==> src/hdl/cee_pkg.sv <==
`timescale 1ns / 1ps
// ----------------------------------------------------------------------------
// cee_pkg
// Types, field constants and the GF(2^16) multiply shared by the encoder.
// ----------------------------------------------------------------------------
package cee_pkg;

	localparam int SymW     = 16;
	localparam int IdxW     = 8;
	localparam int RowW     = 4;
	localparam int RowSlots = 16;
	localparam int NInfoW   = 9;
	localparam int NRedW    = 5;
	localparam int CfgW     = 9;

	localparam logic [SymW-1:0] GfLowTaps = 16'h002B;

	typedef logic [SymW-1:0] sym_t;

	typedef enum logic {
		REG_NUM_INFO       = 1'b0,
		REG_NUM_REDUNDANCY = 1'b1
	} cfg_reg_t;

	// Shift-and-add multiply in GF(2^16), most significant bit of b first.
	function automatic sym_t gf_mul(input sym_t a, input sym_t b);
		sym_t acc;
		acc = '0;
		for (int bit_i = SymW - 1; bit_i >= 0; bit_i--) begin
			acc = acc[SymW-1] ? ({acc[SymW-2:0], 1'b0} ^ GfLowTaps) : {acc[SymW-2:0], 1'b0};
			if (b[bit_i]) begin
				acc = acc ^ a;
			end
		end
		return acc;
	endfunction

endpackage

==> src/hdl/cee_if.sv <==
`timescale 1ns / 1ps
// ----------------------------------------------------------------------------
// cee_info_if / cee_parity_if
// Valid/ready channels for info symbols and parity symbols.
// ----------------------------------------------------------------------------
interface cee_info_if;
	logic        valid;
	logic        ready;
	logic [15:0] info_symbol;
	logic [7:0]  info_index;
	logic        word_last;
	modport source (output valid, info_symbol, info_index, word_last, input ready);
	modport sink   (input valid, info_symbol, info_index, word_last, output ready);
endinterface

interface cee_parity_if;
	logic        valid;
	logic        ready;
	logic [15:0] parity_symbol;
	logic [3:0]  row_index;
	logic        row_last;
	logic        packet_end;
	modport source (output valid, parity_symbol, row_index, row_last, packet_end, input ready);
	modport sink   (input valid, parity_symbol, row_index, row_last, packet_end, output ready);
endinterface

==> src/hdl/cauchy_erasure_encoder.sv <==
`timescale 1ns / 1ps
// An info symbol is worked one at a time: the XOR row takes the memory
// read-modify-write alone, every further row first an inverse by repeated
// squaring and then the read-modify-write, over all the configured rows.
// A closing symbol adds a sweep that reads out and clears all sixteen
// accumulators one entry at a time; it waits while the parity sink stalls.
// Reset clears the valid bits, the column flag and the control registers.
// ----------------------------------------------------------------------------
// cauchy_erasure_encoder
// Cauchy Reed-Solomon erasure encoder over GF(2^16), accumulators in a RAM.
// ----------------------------------------------------------------------------
module cauchy_erasure_encoder #(
	parameter int MAX_INFO       = 256,
	parameter int MAX_REDUNDANCY = 16
) (
	input  logic                  clk,
	input  logic                  arst_n,
	cee_info_if.sink              info,
	cee_parity_if.source          parity,
	input  logic                  cfg_we,
	input  logic                  cfg_index,
	input  logic [cee_pkg::CfgW-1:0] cfg_data
);
	import cee_pkg::*;

	// The info cap is clipped to the register width, the redundancy cap to the
	// sixteen row slots.
	localparam int InfoCap = (MAX_INFO > 511) ? 511 : MAX_INFO;
	localparam int RedCap  = (MAX_REDUNDANCY > RowSlots) ? RowSlots : MAX_REDUNDANCY;

	typedef enum logic [2:0] {
		S_IDLE, S_INV, S_RD, S_WR, S_ORD, S_OUT
	} state_t;

	state_t              state_q;
	logic [NInfoW-1:0]   num_info_q;
	logic [NRedW-1:0]    num_red_q;
	logic [NInfoW-1:0]   n_eff;
	logic [NRedW-1:0]    rows_eff;

	sym_t                sym_q;
	logic [IdxW-1:0]     idx_q;
	logic [NRedW-1:0]    rows_q;
	logic [NRedW-1:0]    row_q;
	logic [NInfoW-1:0]   n_q;
	logic                close_q;
	logic                final_q;
	sym_t                sq_q;
	sym_t                inv_q;
	logic [RowW:0]       cnt_q;

	// Accumulator RAM with one valid bit per entry: an entry never written since
	// reset reads as zero.
	sym_t                acc_mem [RowSlots];
	logic [RowSlots-1:0] vld_q;
	logic [RowW-1:0]     rd_addr;
	sym_t                rd_data_q;
	logic                rd_vld_q;
	sym_t                acc_rd;
	logic                mem_we;
	logic [RowW-1:0]     wr_addr;
	sym_t                wr_data;

	logic                take;
	logic                keep;
	logic [NInfoW:0]     a_sum;
	sym_t                a_val;
	logic                out_free;
	logic                send;

	assign n_eff    = (num_info_q > NInfoW'(InfoCap)) ? NInfoW'(InfoCap) : num_info_q;
	assign rows_eff = (num_red_q > NRedW'(RedCap)) ? NRedW'(RedCap) : num_red_q;

	assign info.ready = (state_q == S_IDLE);
	assign take       = info.valid && info.ready;
	assign keep       = {1'b0, info.info_index} < n_eff;
	assign out_free   = !parity.valid || parity.ready;
	assign send       = (state_q == S_OUT) && out_free && (row_q < rows_q);

	// Cauchy element for the row after row_q: with r = row_q + 1 this is
	// (n + r - 1) XOR index, zero-extended.
	assign a_sum = {1'b0, n_q} + {{(NInfoW + 1 - NRedW){1'b0}}, row_q};
	assign a_val = SymW'(a_sum) ^ {{(SymW - IdxW){1'b0}}, idx_q};

	assign acc_rd  = rd_vld_q ? rd_data_q : '0;
	assign rd_addr = row_q[RowW-1:0];
	assign wr_addr = row_q[RowW-1:0];
	assign mem_we  = (state_q == S_WR) || (state_q == S_OUT && out_free);
	assign wr_data = (state_q == S_WR) ? (acc_rd ^ gf_mul(sym_q, inv_q)) : '0;

	always_ff @(posedge clk) begin
		if (mem_we) begin
			acc_mem[wr_addr] <= wr_data;
		end
		rd_data_q <= acc_mem[rd_addr];
	end

	always_ff @(posedge clk or negedge arst_n) begin
		if (!arst_n) begin
			vld_q    <= '0;
			rd_vld_q <= 1'b0;
		end else begin
			rd_vld_q <= vld_q[rd_addr];
			if (mem_we) begin
				vld_q[wr_addr] <= 1'b1;
			end
		end
	end

	always_ff @(posedge clk or negedge arst_n) begin
		if (!arst_n) begin
			num_info_q <= NInfoW'(1);
			num_red_q  <= NRedW'(1);
		end else if (cfg_we) begin
			unique case (cfg_reg_t'(cfg_index))
				REG_NUM_INFO:       num_info_q <= cfg_data[NInfoW-1:0];
				REG_NUM_REDUNDANCY: num_red_q  <= cfg_data[NRedW-1:0];
				default:            ;
			endcase
		end
	end

	// Sequencer: per row, invert the Cauchy element by repeated squaring (the XOR
	// row needs none), then read-modify-write the accumulator. A closing symbol
	// then sweeps the RAM, sending the live rows and clearing every entry.
	always_ff @(posedge clk or negedge arst_n) begin
		if (!arst_n) begin
			state_q              <= S_IDLE;
			final_q              <= 1'b0;
			close_q              <= 1'b0;
			row_q                <= '0;
			rows_q               <= '0;
			cnt_q                <= '0;
			parity.valid         <= 1'b0;
			parity.parity_symbol <= '0;
			parity.row_index     <= '0;
			parity.row_last      <= 1'b0;
			parity.packet_end    <= 1'b0;
		end else begin
			if (send) begin
				parity.valid <= 1'b1;
			end else if (parity.valid && parity.ready) begin
				parity.valid <= 1'b0;
			end
			unique case (state_q)
				S_IDLE: begin
					if (take && keep) begin
						sym_q   <= info.info_symbol;
						idx_q   <= info.info_index;
						n_q     <= n_eff;
						rows_q  <= rows_eff;
						close_q <= ({1'b0, info.info_index} == n_eff - 1'b1);
						row_q   <= '0;
						if (info.word_last) begin
							final_q <= 1'b1;
						end
						if (rows_eff == '0) begin
							state_q <= ({1'b0, info.info_index} == n_eff - 1'b1) ? S_ORD : S_IDLE;
						end else begin
							inv_q   <= SymW'(1);
							state_q <= S_RD;
						end
					end
				end
				S_INV: begin
					sq_q  <= gf_mul(sq_q, sq_q);
					cnt_q <= cnt_q + 1'b1;
					if (cnt_q != '0) begin
						inv_q <= gf_mul(inv_q, sq_q);
					end
					if (cnt_q == (RowW + 1)'(RowSlots - 1)) begin
						state_q <= S_RD;
					end
				end
				S_RD: begin
					state_q <= S_WR;
				end
				S_WR: begin
					if (row_q + 1'b1 < rows_q) begin
						row_q   <= row_q + 1'b1;
						sq_q    <= a_val ^ '0;
						state_q <= S_INV;
					end else begin
						row_q   <= '0;
						state_q <= close_q ? S_ORD : S_IDLE;
					end
					cnt_q <= '0;
					inv_q <= SymW'(1);
				end
				S_ORD: begin
					state_q <= S_OUT;
				end
				S_OUT: begin
					if (out_free) begin
						if (row_q < rows_q) begin
							parity.parity_symbol <= acc_rd;
							parity.row_index     <= row_q[RowW-1:0];
							parity.row_last      <= (row_q + 1'b1 == rows_q);
							parity.packet_end    <= final_q;
						end
						if (row_q == NRedW'(RowSlots - 1)) begin
							row_q   <= '0;
							final_q <= 1'b0;
							state_q <= S_IDLE;
						end else begin
							row_q   <= row_q + 1'b1;
							state_q <= S_ORD;
						end
					end
				end
				default: state_q <= S_IDLE;
			endcase
		end
	end

endmodule

==> src/flat_wrapper.sv <==
// flat-port wrapper written by rule: the top's interface ports become plain ports
module cauchy_erasure_encoder_flat import cee_pkg::*;
#(
	parameter int MAX_INFO       = 256,
	parameter int MAX_REDUNDANCY = 16
)
  (clk, arst_n, cfg_we, cfg_index, cfg_data, info_valid, info_info_symbol, info_info_index, info_word_last, info_ready, parity_valid, parity_parity_symbol, parity_row_index, parity_row_last, parity_packet_end, parity_ready);
  cee_info_if info_i ();
  cee_parity_if parity_i ();
  input  logic clk;
  input  logic arst_n;
  input  logic cfg_we;
  input  logic cfg_index;
  input  logic [cee_pkg::CfgW-1:0] cfg_data;
  input wire logic [$bits(info_i.valid)-1:0] info_valid;
  input wire logic [$bits(info_i.info_symbol)-1:0] info_info_symbol;
  input wire logic [$bits(info_i.info_index)-1:0] info_info_index;
  input wire logic [$bits(info_i.word_last)-1:0] info_word_last;
  output wire logic [$bits(info_i.ready)-1:0] info_ready;
  output wire logic [$bits(parity_i.valid)-1:0] parity_valid;
  output wire logic [$bits(parity_i.parity_symbol)-1:0] parity_parity_symbol;
  output wire logic [$bits(parity_i.row_index)-1:0] parity_row_index;
  output wire logic [$bits(parity_i.row_last)-1:0] parity_row_last;
  output wire logic [$bits(parity_i.packet_end)-1:0] parity_packet_end;
  input wire logic [$bits(parity_i.ready)-1:0] parity_ready;
  assign info_i.valid = info_valid;
  assign info_i.info_symbol = info_info_symbol;
  assign info_i.info_index = info_info_index;
  assign info_i.word_last = info_word_last;
  assign info_ready = info_i.ready;
  assign parity_valid = parity_i.valid;
  assign parity_parity_symbol = parity_i.parity_symbol;
  assign parity_row_index = parity_i.row_index;
  assign parity_row_last = parity_i.row_last;
  assign parity_packet_end = parity_i.packet_end;
  assign parity_i.ready = parity_ready;
  cauchy_erasure_encoder #(.MAX_INFO(MAX_INFO), .MAX_REDUNDANCY(MAX_REDUNDANCY)) u_core (.clk(clk), .arst_n(arst_n), .info(info_i), .parity(parity_i), .cfg_we(cfg_we), .cfg_index(cfg_index), .cfg_data(cfg_data));
endmodule
==> config.mk <==
export PLATFORM = sky130hd
export DESIGN_NAME = cauchy_erasure_encoder_flat
export DESIGN_NICKNAME = d
export VERILOG_FILES = /design/src/hdl/cee_pkg.sv /design/src/hdl/cee_if.sv /design/src/hdl/cauchy_erasure_encoder.sv /design/src/flat_wrapper.sv
export SDC_FILE = /design/constraint.sdc
export NUM_CORES = 1
export LEC_CHECK = 0
export ABC_AREA = 0
export BUFFER_PORTS_ARGS = -buffer_cell sky130_fd_sc_hd__buf_2
export CORE_AREA = 4 4 330 235
export CTS_CLUSTER_DIAMETER = 30
export DETAILED_ROUTE_END_ITERATION = 8
export DIE_AREA = 0 0 334 239
export MAX_ROUTING_LAYER = met4
export PLACE_DENSITY = 0.52
export SYNTH_ARGS = -nofsm -noshare
export SYNTH_HDL_FRONTEND = slang
export SYNTH_SLANG_ARGS = --single-unit
==> constraint.sdc <==
create_clock -name clk -period 9.4 [get_ports clk]
set_input_delay 1.88 -clock clk [delete_from_list [all_inputs] [get_ports clk]]
set_output_delay 1.88 -clock clk [all_outputs]
set_load 0.05 [all_outputs]
# Yosys cells after proc, flatten, opt, wreduce, memory -nomap -nowiden
# Memories as Yosys holds them, arrays and structs flattened. A register that Yosys moved wholly into a read port is not among the register bits.
# Cells that the tools add are included.
[word_totals] ramBits=256 mem_count=1 ff_bits=139 output_inout_bits=24 inputBits=40 wordCells=346
[classes] n_lt_le_gt_ge=7 bitwise_logic=94 n_addsub=4 n_reduce_logical=27 n_eq_ne=17 muxes=176
[memory_table] name="u_core.acc_mem" words=16 width=16 read_ports=1 rd_clocked_by_memory_dff=1 wr=1 line="cauchy_erasure_encoder.sv:54" rtl="sym_t acc_mem [RowSlots];"
[op_table] cell="$mux 16" count=99
[op_table] cell="$xor 16x16->16" count=46
[op_table] cell="$mux 6" count=45
[op_table] cell="$not 4->4" count=45
[op_table] cell="$pmux 16 s3" count=1
[op_table] cell="$pmux 16 s2" count=1
[op_table] cell="$mux 5" count=5
[op_table] cell="$mux 3" count=8
[op_table] cell="$pmux 3 s6" count=1
[op_table] cell="$or 16x16->16" count=1
[op_table] cell="$pmux 5 s3" count=1
[op_table] cell="$reduce_and 3->1" count=5
[op_table] cell="$add 5x1->5 const B" count=2
[op_table] cell="$add 9x5->10" count=1
[op_table] cell="$eq 5x4->1 const B" count=2
[op_table] cell="$lt 5x5->1" count=2
[op_table] cell="$mux 1" count=10
[op_table] cell="$ne 2x2->1 const B" count=5
[op_table] cell="$pmux 5 s2" count=1
[op_table] cell="$reduce_and 5->1" count=2
[op_table] cell="$xor 10x8->10" count=1
[op_table] cell="$eq 8x9->1" count=1
[op_table] cell="$gt 9x9->1 const B" count=1
[op_table] cell="$lt 8x9->1" count=1
[op_table] cell="other kinds (23)" count=38

# Logic depth before layout (Yosys ltp)
# Gate-level depths: netlist of the first run.
[logic_depth] depth_word=93 depth_mapped=14

# Least setup slack after synthesis of the first run
# No wires, ideal clock.
[synth_path] path_kind="input to register" startpoint="in info_info_index[1]" endpoint="reg u_core.idx_q[0], enable pin" n_path_buf=0 stages=9 arrival_ns=5.027 setup_time_ns=0.423 path_slack_ns=3.950 t_required_ns=8.977 path_cell_list="ha_1 -> nor2b_1 -> o21a_1 -> o21a_1 -> o21ai_0 -> a21oi_1 -> o211ai_1 -> nand3_1 -> nor2_1"
[synth_between] elab_chain_cells=3
[synth_lines] item="from (decl)" line="flat_wrapper.sv:17" rtl="input wire logic [$bits(info_i.info_index)-1:0] info_info_index;"
[synth_lines] item="$lt 8x9->1" line="cauchy_erasure_encoder.sv:76" rtl="assign keep = {1'b0, info.info_index} < n_eff;"
[synth_lines] item="$logic_and 1x1->1" line="cauchy_erasure_encoder.sv:147" rtl="if (take && keep) begin"
[synth_lines] item="$reduce_and 3->1 (no source line)"
[synth_lines] item="to (signal assigned)" line="cauchy_erasure_encoder.sv:149" rtl="idx_q <= info.info_index;"
[synth_lines] item="to (decl)" line="cauchy_erasure_encoder.sv:42" rtl="logic [IdxW-1:0] idx_q;"
# No other way between the ends.
# A chain may end at the register's enable or synchronous reset.

# Worst setup path after layout of the first run
[layout_path] startpoint="in info_info_index[1]" endpoint="reg u_core.sym_q[0], enable pin"
[layout_between] elab_chain_cells=3
[layout_lines] item="$lt 8x9->1" line="cauchy_erasure_encoder.sv:76"
[layout_lines] item="$logic_and 1x1->1" line="cauchy_erasure_encoder.sv:147"
[layout_lines] item="$reduce_and 3->1 (no source line)"
[layout_lines] item="to (signal assigned)" line="cauchy_erasure_encoder.sv:148" rtl="sym_q <= info.info_symbol;"
[layout_lines] item="to (decl)" line="cauchy_erasure_encoder.sv:41" rtl="sym_t sym_q;"
# No other way between the ends.

==> impl_metrics.toml, run 1 <==
[clocking]
cts_tree = "done"
cts_htree_levels = 3
cts_buffers = 74
hold_buffers = 0
post_cts_buffers = 0
worstSkewPairLatency_ns = 0.62
cts.clk_slew.worst_paths_ns = 0.05
cts-root-buf = "clkbuf_16"
clock-sinks = 411
cts_resized = 0
clk_path_buf_depth = 3

[logic_synthesis]
synthCells = 2178
synth-seq-area-share_pct = 48.42
ys.flop_type = "edfxtp_1"
yosys.area.top_type = "edfxtp_1"
synth-edff-count = 321
synth_top_area_share_pct = 39.51
synthArstFlopShare_pct = 18.00
ys_seq_elements = 411
yosysWarnings = 0
synth.distinct_cells = 54
synth.avg_cell_area_sq_um = 11.20
syn-cell-area_sq_um = 24400
synth_fp_nets = 2253
ys_top_cells_by_area = "edfxtp_1 40%, xnor2_1 16%, nand2_1 8.9%"

[job]
cap_violations = 0

[floorplan]
fp.dieH_um = 239
die_w_um = 334
dieArea_sq_um = 79830
coreArea_sq_um = 74410
num_io_pins = 64
initial_core_util_pct = 32.79
rows = 84

[drt]
wl_um = 68630
vias_per_cell = 4.951
drtPass1Iterations = 5
drt_iter0_drc = 1468
antenna_left = 0
remaining_drc_errors = 0
route.vias.total = 16130
wl_per_cell_um = 21.07

[global_route]
busiest_layer = "met1"
grt-ovfl-total = 0
gr-usage-met3_pct = 3.995
met2_usage_pct = 24.91
grt_pass1_wl_um = 104100
antenna_found_initial = 2
grt_max_degree = 69
grt_pass1_vias = 16400
grt.total_usage_pct = 17.76
use_met1_pct = 25.88

[final_layout]
fillCellCount = 7168
areaGrowthSynthToFinish_pct = 15.46
utilization_pct = 37.86
regArea_sq_um = 11820
finalInstanceArea_sq_um = 28170
final_cell_mix = "579 x nand2_1, 438 x xnor2_1, 321 x edfxtp_1"
multi_input_area_sq_um = 11850
layout-drive-gt1-share_pct = 17.29
final_nets = 2283
final_common_cell = "nand2_1"

[timing]
clock.fmax_mhz = 223.2
period_share_pct = 47.66
hold_viol_final = 0
skew_ns = 0.04008
fin_crit_ns = 4.480
worst_pin_slew_ns = 1.307
maxSlewViolCount = 0
setup_tns_ns = 0
relSlewSlack_pct = 12.58
finalSetupViolCount = 0
rsz0062_at_grt = "no"

[worst_setup_path]
end_kind = "flop"
r2r-start = "u_core.inv_q[14]"
crit_type = "in -> reg"
crit_fanout = 33
critPathRequiredTime_ns = 9.64
arrival_ns = 4.72
startpoint_type = "input port"
crit_path_start = "info_info_index[1]"
r2r_slack_ns = 5.26

[placed_design]
place_area_sq_um = 25690
io_buffers = 63
place.gp.congestion = 0.8191
dp_hpwl_um = 41940

[hold_path]
hp-class = "reg -> reg"
min_from = "u_core.vld_q[7]"

[outcome]
status = "complete, no violations"
==> Yosys cell counts (3+ instances only) <==
cell      instances
dfxtp_1          16
dfrtp_1          72
xnor3_2           4
nand4_1           3
nand2b_1         12
mux2_2           21
xnor3_1          11
mux2i_1           7
a21oi_1          18
buf_2            45
nor3_1           14
inv_1            34
nand2_1         580
o21ai_0          40
nor3b_1           3
o21a_1            5
mux4_2           85
or2_2            18
edfxtp_1        321
xnor2_2          13
nor2b_1          11
a21o_1            6
xor2_1          143
a22o_1            3
buf_1            18
nor2_1           68
ha_1             34
buf_4             6
clkbuf_1         82
nand3_1          10
xnor2_1         438
==> cells by family (layout without fill, tap and decap cells) <==
kind of cell | after synthesis | count (layout) | share of synthesized area, %
compound gates | 92 | 92 | 2.267
xor+xnor | 609 | 609 | 23.13
fa+ha+maj | 35 | 35 | 1.826
buf+inv | 189 | 278 | 3.303
flops | 411 | 411 | 48.42
mux | 113 | 113 | 9.103
other cells | 0 | 1 | 0
simple gates | 729 | 729 | 11.95
==> final timing paths <==
| check | end | cells past startpoint |
|---|---|---|
| max | u_core.sym_q[0] | 11 |
| min | u_core.vld_q[7] | 1 |
| max reg2reg | u_core.acc_mem[4][3] | 9 |
| min reg2reg | u_core.vld_q[7] | 1 |
| max in group asynchronous | u_core.row_q[0] | 2 |
| min in group asynchronous | u_core.num_info_q[4] | 1 |
==> per-stage QoR <==
stage | cells | hold slack (ns) | setup WS (ns)
after floorplan | 2178 | 0.4337 | 3.950
after global placement | 3121 | 0.4446 | 4.305
after detailed placement | 3121 | 0.4493 | 4.297
after CTS | 3256 | 0.4609 | 4.950
after global routing | 3257 | 0.4787 | 4.729
final | 3257 | 0.4592 | 4.920
==> per-layer routing <==
layer / up-vias / routed length [um]
li1: 7317 / -
met1: 8150 / 33590
met2: 546 / 28810
met3: 112 / 4828
met4: 0 / 1404
met5: - / 0
==> final cells by class <==
type	count	area share, %
clock buffer	88	6.947
inverter	34	0.4531
multi-input combinational	1578	42.05
sequential	411	41.96
tap	989	4.393
timing repair buffer	109	2.354
clock inverter	47	1.830
antenna	1	0.008883
==> sequential cells by signal (all words and copies together), names as in the netlist, 8 cells and up <==
signal,flops
u_core.parity.parity_symbol,16
u_core.n_q,9
u_core.num_info_q,9
u_core.acc_mem,256
u_core.sq_q,16
u_core.inv_q,16
u_core.vld_q,16
u_core.rd_data_q,16
u_core.sym_q,16
u_core.idx_q,8
==> worst max-delay path, cell delays in order <==
cell and delay, ns:
buf_2 0.13, ha_1 0.28, nor2b_1 0.13, o21a_1 0.16, o21a_1 0.16, o21ai_0 0.17
a21oi_1 0.09, o211ai_1 0.53, nand3_1 0.49, nor2_4 0.17, buf_4 0.45
Power of run 1 is left out: the tool's default activity adds up to more than one toggle a clock period on the data nets, which glitch-free logic cannot reach.
==> run 2, diff against run 1 <==
- PLACE_DENSITY: 0.52 -> 0.54
- clock period: 9.4 -> 3.8 ns (I/O delays scaled with it)
==> run 2 against run 1 <==
  * First-iteration DRC count shrank 0.34%
  * Critical path depth down 3
  * Cell count increased by 1.9%
  * Register-to-register slack worse by 5.0 ns
  * Wire length fell by 2.8%
  * Sequential cell count is the same
  * Worst hold slack got worse by 0.14 ns
  * Clock-buffer cell count down 7
  * Sequential share of layout area is 0.83 points lower
  * Clock skew fell by 0.0062 ns
  * Global-route usage decreased by 0.37 points
  * Final area is 2.0% higher
  * Largest cell class unchanged
  * Highest routed layer unchanged
==> impl_metrics.toml, run 2 (synthesis gave the netlist of run 1 again) <==
[worst_setup_path]
crit_path_start = "u_core.sym_q[14]"
end_kind = "flop"
r2r-start = "u_core.sym_q[14]"
r2r_cells = 8
max_stage_delay_ns = 0.68
cp-endpoint = "u_core.acc_mem[6][6]"
path_buf_inv = 0
startpoint_type = "flop"
r2r_slack_ns = 0.31
reg2reg_to = "u_core.acc_mem[6][6]"
arrival_ns = 3.78
crit_fanout = 16
path_cells = "nand2_1 -> xnor3_1 -> xnor3_1 -> xnor3_2 -> xnor2_2 -> xnor2_1 -> xnor2_1 -> nor2_1"
path_delay_family = "XOR/XNOR gates"
crit_type = "reg -> reg"
critPathRequiredTime_ns = 4.08
worst-path-stages = 8
cp_slowest_cell = "nor2_1"

[drt]
route.vias.total = 16150
wl_um = 66690
drtPass1Iterations = 5
remaining_drc_errors = 0
drt_iter0_drc = 1463
antenna_left = 0
vias_per_cell = 4.864
wl_per_cell_um = 20.09

[timing]
hold_viol_final = 0
fin_crit_ns = 3.493
rsz0062_at_grt = "no"
skew_ns = 0.03390
finalSetupViolCount = 0
worst_pin_slew_ns = 1.123
maxSlewViolCount = 0
period_share_pct = 91.92
relSlewSlack_pct = 25.16
setup_tns_ns = 0
clock.fmax_mhz = 286.3

[clocking]
cts.clk_slew.worst_paths_ns = 0.05
cts_htree_levels = 3
clock-sinks = 411
clk_path_buf_depth = 3
cts-root-buf = "clkbuf_16"
worstSkewPairLatency_ns = 0.61
cts_tree = "done"
cts_buffers = 70

[job]
cap_violations = 0

[floorplan]
die_w_um = 334
fp.dieH_um = 239
dieArea_sq_um = 79830
num_io_pins = 64
rows = 84
initial_core_util_pct = 32.79
coreArea_sq_um = 74410

[final_layout]
largest_reg_flops = 256
layout-drive-gt1-share_pct = 19.54
fillCellCount = 7159
regMostFlops = "u_core.acc_mem"
instances_no_fill = 3319
areaGrowthSynthToFinish_pct = 17.79
final_cell_mix = "579 x nand2_1, 438 x xnor2_1, 321 x edfxtp_1"
final_nets = 2346
final_common_cell = "nand2_1"

[global_route]
grt_max_degree = 70
antenna_found_initial = 3
grt-ovfl-total = 0
grt.total_usage_pct = 17.39
grt_pass1_vias = 16360
grt_pass1_wl_um = 102500

[placed_design]
dp.cells = 3187
dp_hpwl_um = 43740
io_buffers = 63
place.gp.congestion = 0.8759

[outcome]
status = "complete, no violations"

[hold_path]
min_from = "info_info_symbol[10]"
hp-class = "in -> reg"
## run 2: area by class of cell
type | count | area, sq um | share of cell area, %
clock inverter | 49 | 640.6 | 2.229
tap | 989 | 1237 | 4.306
antenna | 1 | 2.502 | 0.008708
timing repair buffer | 176 | 1219 | 4.241
inverter | 34 | 127.6 | 0.4441
clock buffer | 81 | 1846 | 6.422
multi-input combinational | 1578 | 11850 | 41.22
sequential | 411 | 11820 | 41.13
## run 2: stage by stage
step	worst slack (ns)	instance area [sq um]	utilization, %	hold slack [ns]
floorplan	0.1024	24410	-	0.4337
global placement	0.4535	26240	35.26	0.4452
detailed placement	0.3775	26240	35.26	0.4478
CTS	0.3756	28740	38.62	0.2881
global route	0.1466	28740	38.62	0.2951
finish	0.3070	28740	38.62	0.3224
## run 2: how the worst min path moves through the flow
stage | endpoint | slack (ns) | cells after the start
finish | u_core.sym_q[10] | 0.32 | 1
global route | u_core.sym_q[10] | 0.30 | 1
CTS | u_core.sym_q[10] | 0.29 | 1
detailed placement | u_core.vld_q[12] | 0.45 | 1
global placement | u_core.vld_q[1] | 0.45 | 1
floorplan | u_core.vld_q[10] | 0.43 | 1
## run 2: routing by layer
layer / global-route usage [%] / wire [um]
met1: 25.87 / 32660
met2: 24.49 / 28080
met3: 3.323 / 4821
met4: 3.891 / 1138
met5: - / 0
## run 2: what timing repair did
item	4_1_cts	5_1_grt
buffers inserted	0	0
resized for setup	0	0
endpoints found under the hold margin	12	0
hold buffers	1	0
Power of run 2 is left out for the same reason.
==> run 3, diff against run 2 <==
- PLACE_DENSITY: 0.54 -> 0.52
- clock period: 3.8 -> 3.59 ns (I/O delays scaled with it)
==> run 3 against run 2 <==
  * Sequential cell count unchanged
  * Register-to-register slack got worse by 0.16 ns
  * Worst setup slack got worse by 0.16 ns
  * Cell count increased by 0.54%
  * First-iteration DRC count decreased by 16%
  * Critical path depth increased by 1
  * Via count decreased by 0.43%
  * Sequential share of layout area decreased by 0.25 points
  * Final area increased by 0.63%
  * Largest cell class unchanged
==> impl_metrics.toml, run 3 (synthesis gave the netlist of run 1 again) <==
[clocking]
worstSkewPairLatency_ns = 0.63
cts_htree_levels = 3
cts.clk_slew.worst_paths_ns = 0.05
cts_tree = "done"
clk_path_buf_depth = 3
clock-sinks = 411
cts_buffers = 74
post_cts_buffers = 0
cts-root-buf = "clkbuf_16"

[worst_setup_path]
max_stage_delay_ns = 0.61
r2r_cells = 9
crit_fanout = 19
arrival_ns = 3.76
cpMostUsedCell = "xnor2_1"
reg2reg_to = "u_core.inv_q[5]"
r2r_slack_ns = 0.15
r2r-start = "u_core.inv_q[15]"
crit_type = "reg -> reg"
startpoint_type = "flop"
path_cells = "buf_4 -> nand2_1 -> xnor2_1 -> xnor2_1 -> xnor2_1 -> xnor3_1 -> xnor2_2 -> xnor2_1 -> nor2_1"
cp_slowest_cell = "xnor3_1"
end_kind = "flop"
critPathRequiredTime_ns = 3.90

[timing]
finalSetupViolCount = 0
maxSlewViolCount = 0
clock.fmax_mhz = 290.4
setup_tns_ns = 0
rsz0062_at_grt = "no"
period_share_pct = 95.93
skew_ns = 0.04291
relSlewSlack_pct = 26.97
worst_pin_slew_ns = 1.096
fin_crit_ns = 3.444
hold_viol_final = 0
setup_ws_ns = 0.1460

[drt]
vias_per_cell = 4.817
route.vias.total = 16080
drt_iter0_drc = 1233
drtPass1Iterations = 6
wl_um = 68250
wl_per_cell_um = 20.45
antenna_left = 0
remaining_drc_errors = 0

[final_layout]
layout-drive-gt1-share_pct = 20.20
areaGrowthSynthToFinish_pct = 18.53
multi_input_area_sq_um = 11850
final_nets = 2362
instances_no_fill = 3337
final_common_cell = "nand2_1"
fillCellCount = 7155
regMostFlops = "u_core.acc_mem"
final_cell_mix = "580 x nand2_1, 438 x xnor2_1, 321 x edfxtp_1"
regArea_sq_um = 11820
largest_reg_flops = 256

[global_route]
grt.total_usage_pct = 17.77
grt_max_degree = 70
grt_pass1_wl_um = 104400
antenna_found_initial = 0
grt_pass1_vias = 16350
grt-ovfl-total = 0

[hold_path]
hp-class = "in -> reg"
whs_endpoint = "u_core.sym_q[9]"
min_from = "info_info_symbol[9]"
hold_depth = 1

[floorplan]
dieArea_sq_um = 79830
num_io_pins = 64
fp.dieH_um = 239
die_w_um = 334
coreArea_sq_um = 74410
initial_core_util_pct = 32.79
rows = 84

[job]
cap_violations = 0

[placed_design]
dp_slack_ns = 0.1553
io_buffers = 63
dp.cells = 3199
dp_hpwl_um = 44330
place.gp.congestion = 0.8666

[outcome]
status = "complete, no violations"
[run 3: cell count changes in the layout (fill, tap and decap cells not counted), moves of 3 or more]
cell	before	now
buf_12	4	8
buf_4	109	117
bufinv_16	9	5
clkbuf_1	8	11
clkbuf_16	72	78
clkinv_1	7	4
clkinv_4	6	10
clkinv_8	1	6
[run 3: area by class of cell]
type | instances | share of cell area (%)
clock buffer | 91 | 6.987
sequential | 411 | 40.88
antenna | 1 | 0.008653
timing repair buffer | 188 | 4.699
clock inverter | 45 | 1.735
multi-input combinational | 1578 | 40.97
tap | 989 | 4.279
inverter | 34 | 0.4413
[run 3: how the worst max path moves through the flow]
stage | from | to | slack [ns] | cells after the start
after detailed placement | u_core.sym_q[10] | u_core.acc_mem[14][4] | 0.16 | 8
after CTS | u_core.inv_q[7] | u_core.acc_mem[2][3] | 0.12 | 9
after floorplan | u_core.row_q[0] | u_core.sq_q[0] | 0.004 | 9
final | u_core.inv_q[15] | u_core.inv_q[5] | 0.15 | 9
after global routing | u_core.sym_q[10] | u_core.acc_mem[0][6] | 0.04 | 8
after global placement | u_core.inv_q[15] | u_core.inv_q[5] | 0.27 | 9
[run 3: worst max-delay path: cells and delay by family, from the launching register on]
| kind | cells | cell delay (ns) |
|---|---|---|
| XOR/XNOR | 6 | 2.03 |
| buffers and inverters | 1 | 0.36 |
| flip-flops | 1 | 0.50 |
| AND/OR/NAND/NOR | 2 | 0.22 |
[run 3: timing repair]
action,4_1_cts,5_1_grt
setup endpoints to repair,0,32
resized for setup,0,2
hold buffers,1,0
endpoints found under the hold margin,14,0
[run 3: through the flow]
step / utilization, % / instance area (sq um) / hold slack (ns)
floorplan: - / 24420 / 0.4224
global placement: 35.45 / 26380 / 0.4455
detailed placement: 35.45 / 26380 / 0.4490
CTS: 38.85 / 28910 / 0.2407
global route: 38.86 / 28920 / 0.2545
finish: 38.86 / 28920 / 0.2812
[run 3: per-layer routing]
metal	up-vias	global-route usage, %	wire length, um
met1	8040	26.35	33930
met5	-	-	0
met4	0	3.747	1046
met2	469	25.12	29010
li1	7489	-	-
met3	77	3.558	4261
Power of run 3 is left out for the same reason.
